### src/rtl/aat_pkg.sv
// Shared constants and types for the AABB affine transform block.
package aat_pkg;

    // Default coordinate width (signed Q16.16)
    localparam int COORD_WIDTH_DEF = 32;

    // Matrix entry format: signed Q8.24
    localparam int MAT_W    = 32;
    localparam int MAT_FRAC = 24;

    // Configuration register file
    localparam int CFG_NUM    = 6;
    localparam int CFG_DATA_W = 64;
    localparam int CFG_IDX_W  = 3;

    typedef logic [CFG_IDX_W-1:0]  t_cfg_idx;
    typedef logic [CFG_DATA_W-1:0] t_cfg_data;

    localparam t_cfg_idx CFG_ROW0_COLS01 = 3'd0;
    localparam t_cfg_idx CFG_ROW0_COLS23 = 3'd1;
    localparam t_cfg_idx CFG_ROW1_COLS01 = 3'd2;
    localparam t_cfg_idx CFG_ROW1_COLS23 = 3'd3;
    localparam t_cfg_idx CFG_ROW2_COLS01 = 3'd4;
    localparam t_cfg_idx CFG_ROW2_COLS23 = 3'd5;

    // Reset values: identity matrix, zero translation
    localparam t_cfg_data RST_ROW0_COLS01 = 64'h0000_0000_0100_0000;
    localparam t_cfg_data RST_ROW0_COLS23 = 64'h0000_0000_0000_0000;
    localparam t_cfg_data RST_ROW1_COLS01 = 64'h0100_0000_0000_0000;
    localparam t_cfg_data RST_ROW1_COLS23 = 64'h0000_0000_0000_0000;
    localparam t_cfg_data RST_ROW2_COLS01 = 64'h0000_0000_0000_0000;
    localparam t_cfg_data RST_ROW2_COLS23 = 64'h0000_0000_0100_0000;

    // Per-stage load enables of the datapath
    typedef struct packed {
        logic s1;   // partial products
        logic s2;   // rounded products
        logic s3;   // per-term min and max
        logic s4;   // row sums, saturated output
    } t_stage_ld;

endpackage

### src/rtl/aat_cfg_regs.sv
// Matrix and translation register file with its write port.
module aat_cfg_regs (
    input  logic                           i_clk,
    input  logic                           i_rst_n,
    input  logic                           i_we,
    input  aat_pkg::t_cfg_idx              i_idx,
    input  aat_pkg::t_cfg_data             i_data,
    output logic signed [aat_pkg::MAT_W-1:0] o_mat   [3][3],
    output logic signed [aat_pkg::MAT_W-1:0] o_trans [3]
);

    aat_pkg::t_cfg_data r_regs [aat_pkg::CFG_NUM];

    // Load reset values, then take writes; drop indexes past the list
    always_ff @(posedge i_clk) begin
        if (!i_rst_n) begin
            r_regs[0] <= aat_pkg::RST_ROW0_COLS01;
            r_regs[1] <= aat_pkg::RST_ROW0_COLS23;
            r_regs[2] <= aat_pkg::RST_ROW1_COLS01;
            r_regs[3] <= aat_pkg::RST_ROW1_COLS23;
            r_regs[4] <= aat_pkg::RST_ROW2_COLS01;
            r_regs[5] <= aat_pkg::RST_ROW2_COLS23;
        end else if (i_we) begin
            unique case (i_idx)
                aat_pkg::CFG_ROW0_COLS01: r_regs[0] <= i_data;
                aat_pkg::CFG_ROW0_COLS23: r_regs[1] <= i_data;
                aat_pkg::CFG_ROW1_COLS01: r_regs[2] <= i_data;
                aat_pkg::CFG_ROW1_COLS23: r_regs[3] <= i_data;
                aat_pkg::CFG_ROW2_COLS01: r_regs[4] <= i_data;
                aat_pkg::CFG_ROW2_COLS23: r_regs[5] <= i_data;
                default: ;
            endcase
        end
    end

    // Split each register pair into coefficients and translation
    for (genvar r = 0; r < 3; r++) begin : g_row
        assign o_mat[r][0] = $signed(r_regs[2*r][31:0]);
        assign o_mat[r][1] = $signed(r_regs[2*r][63:32]);
        assign o_mat[r][2] = $signed(r_regs[2*r+1][31:0]);
        assign o_trans[r]  = $signed(r_regs[2*r+1][63:32]);
    end

endmodule

### config.mk
export PLATFORM = sky130hd
export DESIGN_NAME = aat_cfg_regs
export DESIGN_NICKNAME = d
export VERILOG_FILES = /design/src/rtl/aat_pkg.sv /design/src/rtl/aat_cfg_regs.sv
export SDC_FILE = /design/constraint.sdc
export NUM_CORES = 1
export LEC_CHECK = 0
export BUFFER_PORTS_ARGS = -buffer_cell sky130_fd_sc_hd__buf_4
export CORE_ASPECT_RATIO = 1.25
export CORE_MARGIN = 8
export CORE_UTILIZATION = 55
export DETAILED_ROUTE_END_ITERATION = 10
export MAX_ROUTING_LAYER = met4
export PLACE_DENSITY = 0.87
export SLEW_MARGIN = 20
export SYNTH_ARGS = -nofsm -noshare
export SYNTH_HDL_FRONTEND = slang
export SYNTH_SLANG_ARGS = --single-unit
export TNS_END_PERCENT = 50
### constraint.sdc
create_clock -name i_clk -period 16.7 [get_ports i_clk]
set_input_delay 3.34 -clock i_clk [delete_from_list [all_inputs] [get_ports i_clk]]
set_output_delay 3.34 -clock i_clk [all_outputs]
set_load 0.01 [all_outputs]
==> results.sh <==
export IMPL_status="completed"
export IMPL_ant_nets=0
export IMPL_synth_area_um2=14560
export IMPL_cts_tree="done"
export IMPL_synth_fa_ha_area_share_pct=0
export IMPL_vias_per_cell=6.036
export IMPL_largest_reg_flops=384
export IMPL_seq_area_frac_synth_pct=79.18
export IMPL_drive_above_1_share_pct=38.19
export IMPL_muxShareOfSynthArea_pct=0
export IMPL_end_kind="flop"
export IMPL_required_ns=16.84
export IMPL_synth_cell_types=25
export IMPL_post_cts_setup_buffers=0
export IMPL_yosys_most_used_dff="edfxtp_1"
export IMPL_finalNetCount=1423
export IMPL_total_power_w=0.002221
export IMPL_dr_pass1_iters=6
export IMPL_cap_violations=0
export IMPL_antenna_found_initial=0
export IMPL_syn2layout_area_growth_pct=32.92
export IMPL_post_cts_resized_instances=0
export IMPL_wl_per_cell_um=27.05
export IMPL_ir_drop_mv=0.09071
export IMPL_h_tree_depth=2
export IMPL_syn_inst=934
export IMPL_synth_simple_area_share_pct=17.59
export IMPL_worst_setup_path_start_kind="input port"
export IMPL_clock_path_buffers=3
export IMPL_grt_pass1_wl_um=66660
export IMPL_cp_endpoint="r_regs[0][54]"
export IMPL_synth_compound_area_share_pct=0.2234
export IMPL_place_area_um2=18140
export IMPL_synth_top_family_by_area="simple AND/OR/NAND/NOR gates"
export IMPL_p_int_w=0.001712
export IMPL_dr_first_iter_drc_count=987
export IMPL_finalMaxSlewViolations=0
export IMPL_vias=10382
export IMPL_numPortBuffers=453
export IMPL_rows=66
export IMPL_fin_crit_ns=5.869
export IMPL_drcViolationCount=0
export IMPL_grt_max_degree=129
export IMPL_synth_edf_count=384
export IMPL_synth_nets=1004
export IMPL_fmax_ghz=0.1704
export IMPL_ys_warn_count=0
export IMPL_max_flop_register="r_regs"
export IMPL_core_region_area_um2=26010
export IMPL_rsz0062_at_grt="false"
export IMPL_setup_viol=0
export IMPL_hold_viol_final=0
export IMPL_p_switching_w=0.0005099
export IMPL_top_regs="r_regs x384"
export IMPL_grtUsageTotal_pct=28.69
export IMPL_final_area_um2=19360
export IMPL_die_w_um=161.5
export IMPL_async_flop_share_pct=0
export IMPL_critPathMaxFanout=64
export IMPL_dieArea_um2=31980
export IMPL_wl_um=46530
export IMPL_nFillCells=1492
export IMPL_p_clk_share_pct=37.5
export IMPL_gp_congestion=0.8272
export IMPL_initial_core_util_pct=55.99
export IMPL_die_h_um=197.9
export IMPL_cts_sinks=384
export IMPL_worst_slew_pin_slew_ns=1.019
export IMPL_leakage_nw=8.027
export IMPL_root_buffer="clkbuf_16"
export IMPL_p_sw_share_pct=22.95
export IMPL_synth_xor_area_share_pct=0
export IMPL_worstSetupPathType="input port to flop"
export IMPL_seq_power_share_pct=51.7
export IMPL_pin_count=454
export IMPL_first_global_vias=10278
export IMPL_combinationalPowerShare_pct=10.8
export IMPL_synth_seq_cells=384
export IMPL_p_per_area_nw_per_um2=114.7
export IMPL_finalCritPeriodShare_pct=35.14
export IMPL_cts_made_buffers=37
export IMPL_worst_hold_path_type="input port to flop"
export IMPL_cts_hold_buf=0
export IMPL_relSlewSlack_pct=31.78
export IMPL_overflow=0
export IMPL_crit_start="i_idx[0]"
export IMPL_worstPathArrival_ns=6.01
export IMPL_tns_ns=0
export IMPL_avgSynthCellArea_um2=15.59
export IMPL_diodes=0
export IMPL_clk_pin_slew_ns=0.06
export IMPL_dp_hpwl_um=30430
## layer usage
layer,GRT usage (%),up-vias,share of wire (%)
li1,-,4322,-
met1,30.84,5067,32
met2,47.80,828,50
met3,7.064,165,11
met4,17.07,0,6.9
met5,-,-,0
## synth_stat cells (2+ instances only)
| cell | number | area (um^2) |
|---|---|---|
| edfxtp_1 | 384 | 11530 |
| clkbuf_2 | 8 | 40.04 |
| nand3_1 | 62 | 310.3 |
| buf_4 | 3 | 22.52 |
| nor3b_1 | 63 | 473.0 |
| o21ai_0 | 5 | 25.02 |
| buf_2 | 27 | 135.1 |
| buf_6 | 7 | 78.83 |
| buf_1 | 2 | 7.510 |
| nand3b_1 | 3 | 22.52 |
| nor2_1 | 124 | 465.5 |
| and3_1 | 194 | 1214 |
| clkbuf_1 | 40 | 150.1 |
## layout make-up
class	count	area, um^2	share of cell area (%)
repair buffers	467	3513	18.15
clock inverters	18	186.4	0.9630
clock buffers	48	1010	5.216
multi-input cells	462	2689	13.89
inverters	1	3.754	0.01939
well taps	340	425.4	2.198
flip-flops and latches	384	11530	59.57
## power by group through the flow
stage | clock, W | sequential (W) | combinational (W)
floorplan | 0 | 0.00121 | 0.0000479
global placement | 0 | 0.00117 | 0.000233
detailed placement | 0 | 0.00117 | 0.000238
CTS | 0.000837 | 0.00115 | 0.000239
global route | 0.000869 | 0.00115 | 0.000250
finish | 0.000833 | 0.00115 | 0.000239
## worst min-delay path by stage
stage	from	endpoint	cells after the start
floorplan	i_data[56]	r_regs[2][56]	1
global placement	i_data[56]	r_regs[2][56]	2
detailed placement	i_data[56]	r_regs[2][56]	2
CTS	i_data[56]	r_regs[2][56]	2
global route	i_data[47]	r_regs[1][47]	2
finish	i_data[56]	r_regs[2][56]	2
## per-stage QoR
step | setup slack, ns | std cells | utilization (%) | hold WS (ns)
global placement | 10.38 | 1653 | 69.75 | 3.659
floorplan | 7.640 | 934 | - | 3.518
finish | 10.83 | 1720 | 74.42 | 3.157
CTS | 10.80 | 1719 | 74.34 | 3.138
detailed placement | 10.28 | 1653 | 69.75 | 3.666
global route | 10.72 | 1720 | 74.42 | 3.163
## worst max-delay path, cell delays in order
cell	delay, ns
buf_4	0.28
or3b_4	0.77
o21ai_4	0.89
buf_4	0.59
## cell families after synthesis
group,after synthesis
buffers and inverters,88
and+or+nand+nor,456
DFF,384
AOI/OAI and AO/OA,6
## cell usage in the layout (no fill, tap or decap)
cell type / instances
buf_4: 465
edfxtp_1: 384
and3_1: 194
nor2_1: 124
nor3b_1: 63
nand3_1: 62
clkbuf_16: 39
clkbuf_1: 9
clkinv_1: 8
o21ai_4: 5
clkinv_2: 4
bufinv_16: 4
nand3b_1: 3
buf_6: 2
or3b_4: 1
nand2b_1: 1
nand2_1: 1
inv_1: 1
o31ai_4: 1
and3b_4: 1
and2_1: 1
nor3b_4: 1
nor2b_4: 1
nand4b_1: 1
or3_1: 1
and4b_4: 1
inv_6: 1
clkinvlp_4: 1
Power figures use the tool's default switching activity.
