<file path="config.mk">
export PLATFORM = sky130hd
export DESIGN_NAME = aat_row_sum
export DESIGN_NICKNAME = d
export VERILOG_FILES = /design/src/rtl/aat_pkg.sv /design/src/rtl/aat_row_sum.sv
export SDC_FILE = /design/constraint.sdc
export NUM_CORES = 1
export LEC_CHECK = 0
export ABC_AREA = 1
export BUFFER_PORTS_ARGS = -buffer_cell sky130_fd_sc_hd__buf_2
export CORE_MARGIN = 2
export CORE_UTILIZATION = 61
export CTS_BUF_LIST = sky130_fd_sc_hd__clkbuf_4
export CTS_CLUSTER_SIZE = 8
export DETAILED_ROUTE_END_ITERATION = 10
export GPL_TIMING_DRIVEN = 0
export HOLD_SLACK_MARGIN = 0.05
export PLACE_DENSITY_LB_ADDON = 0.3
export SETUP_SLACK_MARGIN = 0.4
export SLEW_MARGIN = 20
export SYNTH_ARGS = -nofsm -noshare
export SYNTH_HDL_FRONTEND = slang
export SYNTH_SLANG_ARGS = --single-unit
</file>
<file path="constraint.sdc">
create_clock -name i_clk -period 9.85 [get_ports i_clk]
set_clock_uncertainty 0.05 [all_clocks]
set_input_delay 0 -clock i_clk [delete_from_list [all_inputs] [get_ports i_clk]]
set_output_delay 0 -clock i_clk [all_outputs]
set_load 0.05 [all_outputs]
</file>
<file path="src/rtl/aat_pkg.sv">
// Shared constants and types for the AABB affine transform block.
package aat_pkg;

    // Default coordinate width (signed Q16.16)
    localparam int COORD_WIDTH_DEF = 32;

    // Matrix entry format: signed Q8.24
    localparam int MAT_W    = 32;
    localparam int MAT_FRAC = 24;

    // Configuration register file
    localparam int CFG_NUM    = 6;
    localparam int CFG_DATA_W = 64;
    localparam int CFG_IDX_W  = 3;

    typedef logic [CFG_IDX_W-1:0]  t_cfg_idx;
    typedef logic [CFG_DATA_W-1:0] t_cfg_data;

    localparam t_cfg_idx CFG_ROW0_COLS01 = 3'd0;
    localparam t_cfg_idx CFG_ROW0_COLS23 = 3'd1;
    localparam t_cfg_idx CFG_ROW1_COLS01 = 3'd2;
    localparam t_cfg_idx CFG_ROW1_COLS23 = 3'd3;
    localparam t_cfg_idx CFG_ROW2_COLS01 = 3'd4;
    localparam t_cfg_idx CFG_ROW2_COLS23 = 3'd5;

    // Reset values: identity matrix, zero translation
    localparam t_cfg_data RST_ROW0_COLS01 = 64'h0000_0000_0100_0000;
    localparam t_cfg_data RST_ROW0_COLS23 = 64'h0000_0000_0000_0000;
    localparam t_cfg_data RST_ROW1_COLS01 = 64'h0100_0000_0000_0000;
    localparam t_cfg_data RST_ROW1_COLS23 = 64'h0000_0000_0000_0000;
    localparam t_cfg_data RST_ROW2_COLS01 = 64'h0000_0000_0000_0000;
    localparam t_cfg_data RST_ROW2_COLS23 = 64'h0000_0000_0100_0000;

    // Per-stage load enables of the datapath
    typedef struct packed {
        logic s1;   // partial products
        logic s2;   // rounded products
        logic s3;   // per-term min and max
        logic s4;   // row sums, saturated output
    } t_stage_ld;

endpackage

</file>
<file path="src/rtl/aat_row_sum.sv">
// One output axis: sum of term extremes plus translation, saturated into the output register.
module aat_row_sum #(
    parameter  int COORD_WIDTH = aat_pkg::COORD_WIDTH_DEF,
    localparam int PROD_W      = COORD_WIDTH + aat_pkg::MAT_W - aat_pkg::MAT_FRAC
) (
    input  logic                             i_clk,
    input  aat_pkg::t_stage_ld               i_ld,
    input  logic signed [PROD_W-1:0]         i_min [3],
    input  logic signed [PROD_W-1:0]         i_max [3],
    input  logic signed [aat_pkg::MAT_W-1:0] i_trans,
    output logic signed [COORD_WIDTH-1:0]    o_min,
    output logic signed [COORD_WIDTH-1:0]    o_max
);

    localparam int SUM_W = ((PROD_W > aat_pkg::MAT_W) ? PROD_W : aat_pkg::MAT_W) + 2;

    logic signed [SUM_W-1:0]       n_sum_min, n_sum_max;
    logic signed [COORD_WIDTH-1:0] r_min, r_max;

    // Clamp to the signed coordinate range
    function automatic logic signed [COORD_WIDTH-1:0] sat(input logic signed [SUM_W-1:0] v);
        logic pos_ovf;
        logic neg_ovf;
        pos_ovf = !v[SUM_W-1] && (|v[SUM_W-2:COORD_WIDTH-1]);
        neg_ovf =  v[SUM_W-1] && !(&v[SUM_W-2:COORD_WIDTH-1]);
        if (pos_ovf) begin
            sat = {1'b0, {(COORD_WIDTH-1){1'b1}}};
        end else if (neg_ovf) begin
            sat = {1'b1, {(COORD_WIDTH-1){1'b0}}};
        end else begin
            sat = v[COORD_WIDTH-1:0];
        end
    endfunction

    // Sum the extremes of the three terms and the translation exactly
    assign n_sum_min = SUM_W'(i_min[0]) + SUM_W'(i_min[1]) + SUM_W'(i_min[2]) + SUM_W'(i_trans);
    assign n_sum_max = SUM_W'(i_max[0]) + SUM_W'(i_max[1]) + SUM_W'(i_max[2]) + SUM_W'(i_trans);

    // Stage 4: output register
    always_ff @(posedge i_clk) begin
        if (i_ld.s4) begin
            r_min <= sat(n_sum_min);
            r_max <= sat(n_sum_max);
        end
    end

    assign o_min = r_min;
    assign o_max = r_max;

endmodule

</file>
==> results of run 1 <==
==> layout by cell type (no fill, tap or decap) <==
cell type / n
and2_1: 7
dlygate4sd3_1: 1
nor3_2: 2
nand2_2: 23
a21oi_1: 68
inv_2: 2
nor2_2: 8
fa_1: 162
nand2_4: 2
edfxtp_1: 64
or2_0: 1
nand3_2: 6
nor2_1: 115
buf_2: 336
nor3_1: 12
clkinv_2: 3
clkbuf_4: 12
xor2_2: 1
ha_1: 82
inv_1: 609
nand3_1: 62
xnor2_1: 20
nand2_1: 600
bufinv_16: 1
nor2_4: 1
buf_4: 1
nand4_1: 2
or2_2: 1
nand3b_1: 5
nor4_1: 4
o21ai_0: 15
xor2_1: 39
and3_1: 4
a21o_1: 1
a41oi_1: 1
a31oi_1: 12
diode_2: 2
clkinv_1: 1
buf_6: 12
o21bai_1: 12
==> power by group <==
| part | switching [uW] | internal, uW | total (uW) |
|---|---|---|---|
| clock | 111 | 84.9 | 196 |
| combinational | 2180 | 1000 | 3180 |
| sequential | 41.3 | 538 | 579 |
==> final timing paths <==
check | slack (ns) | endpoint | from
setup / recovery | 6.24 | o_max[5] | i_trans[31]
hold / removal | 0.13 | o_min[4] | i_ld[0]
==> worst max-delay path, stage by stage <==
cell and delay, ns:
buf_2 0.44, inv_1 0.45, fa_1 0.64, inv_1 0.05, ha_1 0.37, a21oi_1 0.27
o21ai_0 0.19, a21oi_1 0.21, and2_1 0.20, nand3_1 0.11, nand2_1 0.09, nand2_1 0.05
nor2_1 0.16, nand3_1 0.11, nand2_2 0.17, buf_6 0.16, nand2_1 0.08
==> through the flow <==
step                      cells  worst slack, ns  hold WS (ns)  utilization [%]
after floorplan            1956            6.593       0.06250                -
after global placement     2568            5.859        0.4910            72.11
after detailed placement   2568            5.756        0.4892            72.12
after CTS                  2585            6.239        0.1341            72.81
after global routing       2586            5.907        0.1490            72.82
final                      2587            6.239        0.1257            72.83
==> flip-flops by register name, summed over array words and instances, names as in the netlist <==
signal / flops
o_max: 32
o_min: 32
==> layout make-up <==
| class | instances | area (um2) | share of cell area [%] |
|---|---|---|---|
| Tap cell | 275 | 344.1 | 2.226 |
| Inverter | 612 | 2297 | 14.86 |
| Buffer | 12 | 135.1 | 0.8744 |
| Sequential cell | 64 | 1922 | 12.44 |
| Clock buffer | 12 | 90.09 | 0.5829 |
| Timing Repair Buffer | 338 | 1699 | 10.99 |
| Multi-Input combinational cell | 1268 | 8917 | 57.70 |
| Antenna cell | 2 | 5.005 | 0.03238 |
| Clock inverter | 4 | 45.04 | 0.2915 |
==> cell families after synthesis <==
kind of cell,after synthesis,synth area share [%]
compound gates,109,4.497
buf+inv,624,18.33
xor+xnor,60,4.016
flops,64,14.48
simple gates,855,26.51
fa+ha+maj,244,32.17
==> layer usage <==
layer	track usage, %	up-vias	share of wire (%)
met3	4.551	190	7.6
met1	42.94	5827	38
met5	0	-	0
li1	-	6360	-
met2	62.29	706	47
met4	24.17	0	7.4
==> impl_metrics.csv, run 1 <==
group,metric,value,unit
sta,relSlewSlack,41.70,%
logic_synthesis,ys_types,33,
critical_path,start_kind,"input port",
logic_synthesis,synth-seq-cells,64,
clock_tree,postCtsHoldBufs,1,
sta,max_freq,0.2769,GHz
power,leakage,0.009486,uW
layout,nFillCells,1663,
sta,setup_viol,0,
die,pin_count,341,
logic_synthesis,synth_area,13270,um2
drt,routed_wl,41390,um
clock_tree,cts_sinks,64,
die,die_h,151.5,um
worst_hold_path,hold_class,"in -> reg",
clock_tree,htreeDepth,3,
clock_tree,clk_pin_slew,0.11,ns
logic_synthesis,synth_nets,2477,
sta,period_share,36.66,%
drt,detail_route.first_pass.iterations,6,
logic_synthesis,syn-instance-count,1956,
sta,worst_pin_slew,0.8745,ns
power,powerDensity,255.9,nW/um2
logic_synthesis,netlist.area_leader.share,24.44,%
drt,drtIter0Drc,1011,
critical_path,crit_required,10.01,ns
logic_synthesis,synthTopCellsByArea,"fa_1 (24%), inv_1 (17%), nand2_1 (17%)",
global_routing,grt_pass1_vias,13187,
placed_design,dpl_cell_area,15300,um2
global_routing,grt_pass1_wl,63340,um
global_routing,grt_antenna_before_repair,1,
sta,period_minus_slack,3.611,ns
worst_hold_path,whs_path_depth,1,
die,rows,53,
sta,rsz0062_at_grt,"false",
logic_synthesis,synth_top_area_cell,"fa_1",
critical_path,arrival,3.77,ns
sta,tns,0,ns
die,die_w,151.5,um
drt,vias,13083,
layout,finalNetCount,2826,
die,start_util,62.54,%
clock_tree,clock-root-buffer,"clkbuf_4",
run_status,status,"completed",
logic_synthesis,synth_async_sr_flop_share,0,%
sta,hold_violations,0,
critical_path,cp_max_fo,13,
layout,drive_gt1_share,17.79,%
logic_synthesis,synth_area_per_cell,6.785,um2
power,ir_worst_vdd,0.1816,mV
placed_design,port_buffers,337,
logic_synthesis,synth_edf_count,64,
logic_synthesis,ys_warn_count,0,
clock_tree,cts_tree,"built",
logic_synthesis,synth-seq-area-share,14.48,%
layout,design_area,15450,um2
global_routing,grt_usage,36.34,%
clock_tree,clock_path_buffers,2,
critical_path,path_class,"in -> reg",
flow_run,max_cap_viol_count,0,
power,power.total,3956,uW
placed_design,gp_congestion,0.9451,
global_routing,grt_max_degree,65,
critical_path,end_kind,"flop",
clock_tree,post-cts-setup-buffers,0,
logic_synthesis,ys_top_cells_by_count,"inv_1 (609), nand2_1 (600), fa_1 (162)",
drt,post-route-drc-count,0,
drt,via_per_inst,5.057,
drt,ant_nets,0,
sta,final_max_slew_viol_count,0,
die,dieArea,22950,um2
global_routing,grt-ovfl-total,0,
logic_synthesis,synthFlopType,"edfxtp_1",
logic_synthesis,yosysMostFrequentCell,"inv_1",
layout,area.growth.synth_to_final,16.45,%
drt,routedWlPerCell,16.00,um
placed_design,dpl.hpwl,36880,um
clock_tree,post_cts_resized,0,
clock_tree,cts_made_buffers,9,
die,core,21220,um2
No activity file was read; power rests on OpenSTA's default activity.
==> inputs of run 2 (changes only) <==
ABC_AREA = 0   (was 1)
CORE_UTILIZATION = 50   (was 61)
clock period = 3 ns   (was 9.85 ns; I/O delays follow)
==> impl_metrics.csv, run 2 <==
group,metric,value,unit
drt,drtIter0Drc,542,
logic_synthesis,syn-instance-count,1371,
die,die_h,157.8,um
die,die_w,157.8,um
flow_run,max_cap_viol_count,0,
global_routing,grt-ovfl-total,0,
critical_path,cp_slowest_stage_delay,0.58,ns
sta,period_minus_slack,4.248,ns
logic_synthesis,synth_async_sr_flop_share,0,%
logic_synthesis,synthFlopType,"edfxtp_1",
logic_synthesis,synth_area_per_cell,8.630,um2
worst_hold_path,whs_path_depth,4,
global_routing,grt_usage,27.01,%
logic_synthesis,synth_nets,1892,
layout,multiInputGateArea,8800,um2
layout,layout_commonest_cell,"inv_1",
logic_synthesis,synth-seq-cells,64,
placed_design,gp_congestion,0.9021,
critical_path,arrival,4.47,ns
sta,worst_pin_slew,0.8730,ns
run_status,violations,"setup timing",
logic_synthesis,yosysMostFrequentCell,"inv_1",
logic_synthesis,synth-seq-area-share,16.24,%
sta,layout_setup_ws,-1.248,ns
layout,sequential_cell_area,1922,um2
sta,final_max_slew_viol_count,0,
sta,setup_viol,64,
worst_hold_path,hold_class,"in -> reg",
run_status,status,"finished with violations",
global_routing,grt_pass1_vias,10561,
critical_path,end_kind,"flop",
logic_synthesis,netlist.area_leader.share,27.41,%
drt,routedWlPerCell,16.71,um
layout,final_core_util,65.46,%
drt,detail_route.first_pass.iterations,5,
sta,period_share,141.6,%
placed_design,dpl.hpwl,29380,um
logic_synthesis,ys_top_cells_by_count,"inv_1 (395), fa_1 (162), a21oi_1 (83)",
logic_synthesis,synth_edf_count,64,
global_routing,grt_max_degree,65,
die,core,23330,um2
clock_tree,cts_sinks,64,
sta,relSlewSlack,41.80,%
clock_tree,clk_pin_slew,0.11,ns
logic_synthesis,synthTopCellsByArea,"fa_1 (27%), edfxtp_1 (16%), inv_1 (13%)",
layout,instances_no_fill,2087,
die,pin_count,341,
power,ir_worst_vdd,0.6230,mV
layout,finalNetCount,2283,
die,dieArea,24910,um2
sta,whs,0.1186,ns
placed_design,port_buffers,337,
critical_path,worstPathCellList,"buf_2 -> inv_1 -> fa_1 -> fa_1 -> inv_1 -> ha_1 -> clkbuf_1 -> nand2_1 -> nor2_1 -> nand4_1 -> nor4_1 -> o2bb2ai_1 -> nor2_1 -> o31ai_2 -> a31oi_1 -> xnor2_1 -> o41a_4 -> buf_8 -> o21ai_2",
critical_path,path_class,"in -> reg",
die,rows,56,
layout,final_cell_mix,"inv_1 (381), buf_2 (334), fa_1 (158), a21oi_1 (76), ha_1 (73)",
die,start_util,50.71,%
critical_path,cp_max_fo,7,
layout,drive_gt1_share,32.60,%
logic_synthesis,synth_top_area_cell,"fa_1",
global_routing,grt_pass1_wl,51850,um
clock_tree,clock-root-buffer,"clkbuf_4",
logic_synthesis,ys_types,71,
power,leakage,0.007864,uW
drt,post-route-drc-count,0,
logic_synthesis,ys_warn_count,0,
drt,routed_wl,34870,um
critical_path,slowest_stage,"o41a_4",
layout,area.growth.synth_to_final,29.09,%
sta,max_freq,0.2354,GHz
clock_tree,cts_made_buffers,9,
sta,rsz0062_at_grt,"true",
clock_tree,cts_tree,"built",
drt,via_per_inst,5.117,
power,powerDensity,913.4,nW/um2
drt,vias,10679,
drt,ant_nets,0,
layout,nFillCells,1986,
placed_design,post-place-ws,-2.164,ns
critical_path,crit_required,3.22,ns
logic_synthesis,synth_area,11830,um2
sta,hold_violations,0,
critical_path,start_kind,"input port",
clock_tree,clock_path_buffers,2,
clock_tree,htreeDepth,3,
global_routing,grt_antenna_before_repair,2,
placed_design,placed_cells,2027,
run 2: cell count changes after synthesis, moves of 15 or more:
cell and change:
o21ai_1 +36, nand2_1 -526, a21oi_1 +15, nor2_1 -56, clkbuf_1 +24, nand2_2 -23, nand4_1 +19, inv_1 -214
xnor2_1 +19, nand3_1 -49, o21ai_0 +31, a21o_1 +29, o21ai_2 +31
run 2: per-stage QoR:
step / setup TNS (ns) / power, uW / instance area, um2
floorplan: -67.09 / 9263 / 11950
global placement: -125.23 / 11380 / 14040
detailed placement: -127.87 / 11460 / 14040
CTS: -66.75 / 13020 / 14760
global route: -82.82 / 14940 / 15270
finish: -73.17 / 13950 / 15270
run 2: worst paths after layout:
check | startpoint | endpoint | slack [ns]
worst min-delay path | i_trans[0] | o_max[0] | 0.12
worst max-delay path | i_min[21] | o_min[7] | -1.25
run 2: timing repair:
action,CTS,global route
pin swaps,54,39
cloned,7,2
setup endpoints to repair,64,64
hold buffers,0,0
setup buffers,18,16
gates resized for setup,87,93
run 2: cell families (layout without fill, tap and decap cells):
logic type | count (synthesis) | in the layout | share of synthesized area (%)
and+or+nand+nor | 223 | 223 | 8.957
xor gates and xnor gates | 73 | 73 | 5.404
other | 0 | 1 | 0
DFF | 64 | 64 | 16.24
muxes | 1 | 1 | 0.08461
AOI/OAI and AO/OA | 332 | 332 | 19.08
adders and majority gates | 244 | 244 | 36.08
buffers and inverters | 434 | 830 | 14.15
run 2: cell type report:
class	count	area share (%)
Timing Repair Buffer	380	14.34
Sequential cell	64	12.58
Clock inverter	5	0.3113
Buffer	39	2.114
Inverter	395	9.863
Clock buffer	11	0.5407
Multi-Input combinational cell	873	57.61
Tap cell	319	2.613
Antenna cell	1	0.01638
run 2: critical path: cells and delay by family:
kind            cells  cell delay (ns)
buf+inv             5             0.65
fa+ha+maj           3             1.26
xor+xnor            1             0.18
compound gates      5             1.41
simple gates        5             0.92
run 2: per-layer routing:
metal	GRT usage, %	routed length [um]	up-vias
met2	49.23	17690	409
met1	33.75	14330	5029
met5	0	11	-
li1	-	-	5189
met4	7.576	767	2
met3	3.039	2071	50
run 2: report_power, final:
group | internal, uW | leakage, uW | switching (uW) | total, uW
clock network | 265 | 0.0000757 | 349 | 614
registers | 1740 | 0.000631 | 116 | 1850
logic | 4390 | 0.00716 | 7090 | 11500
total | 6390 | 0.00786 | 7560 | 14000
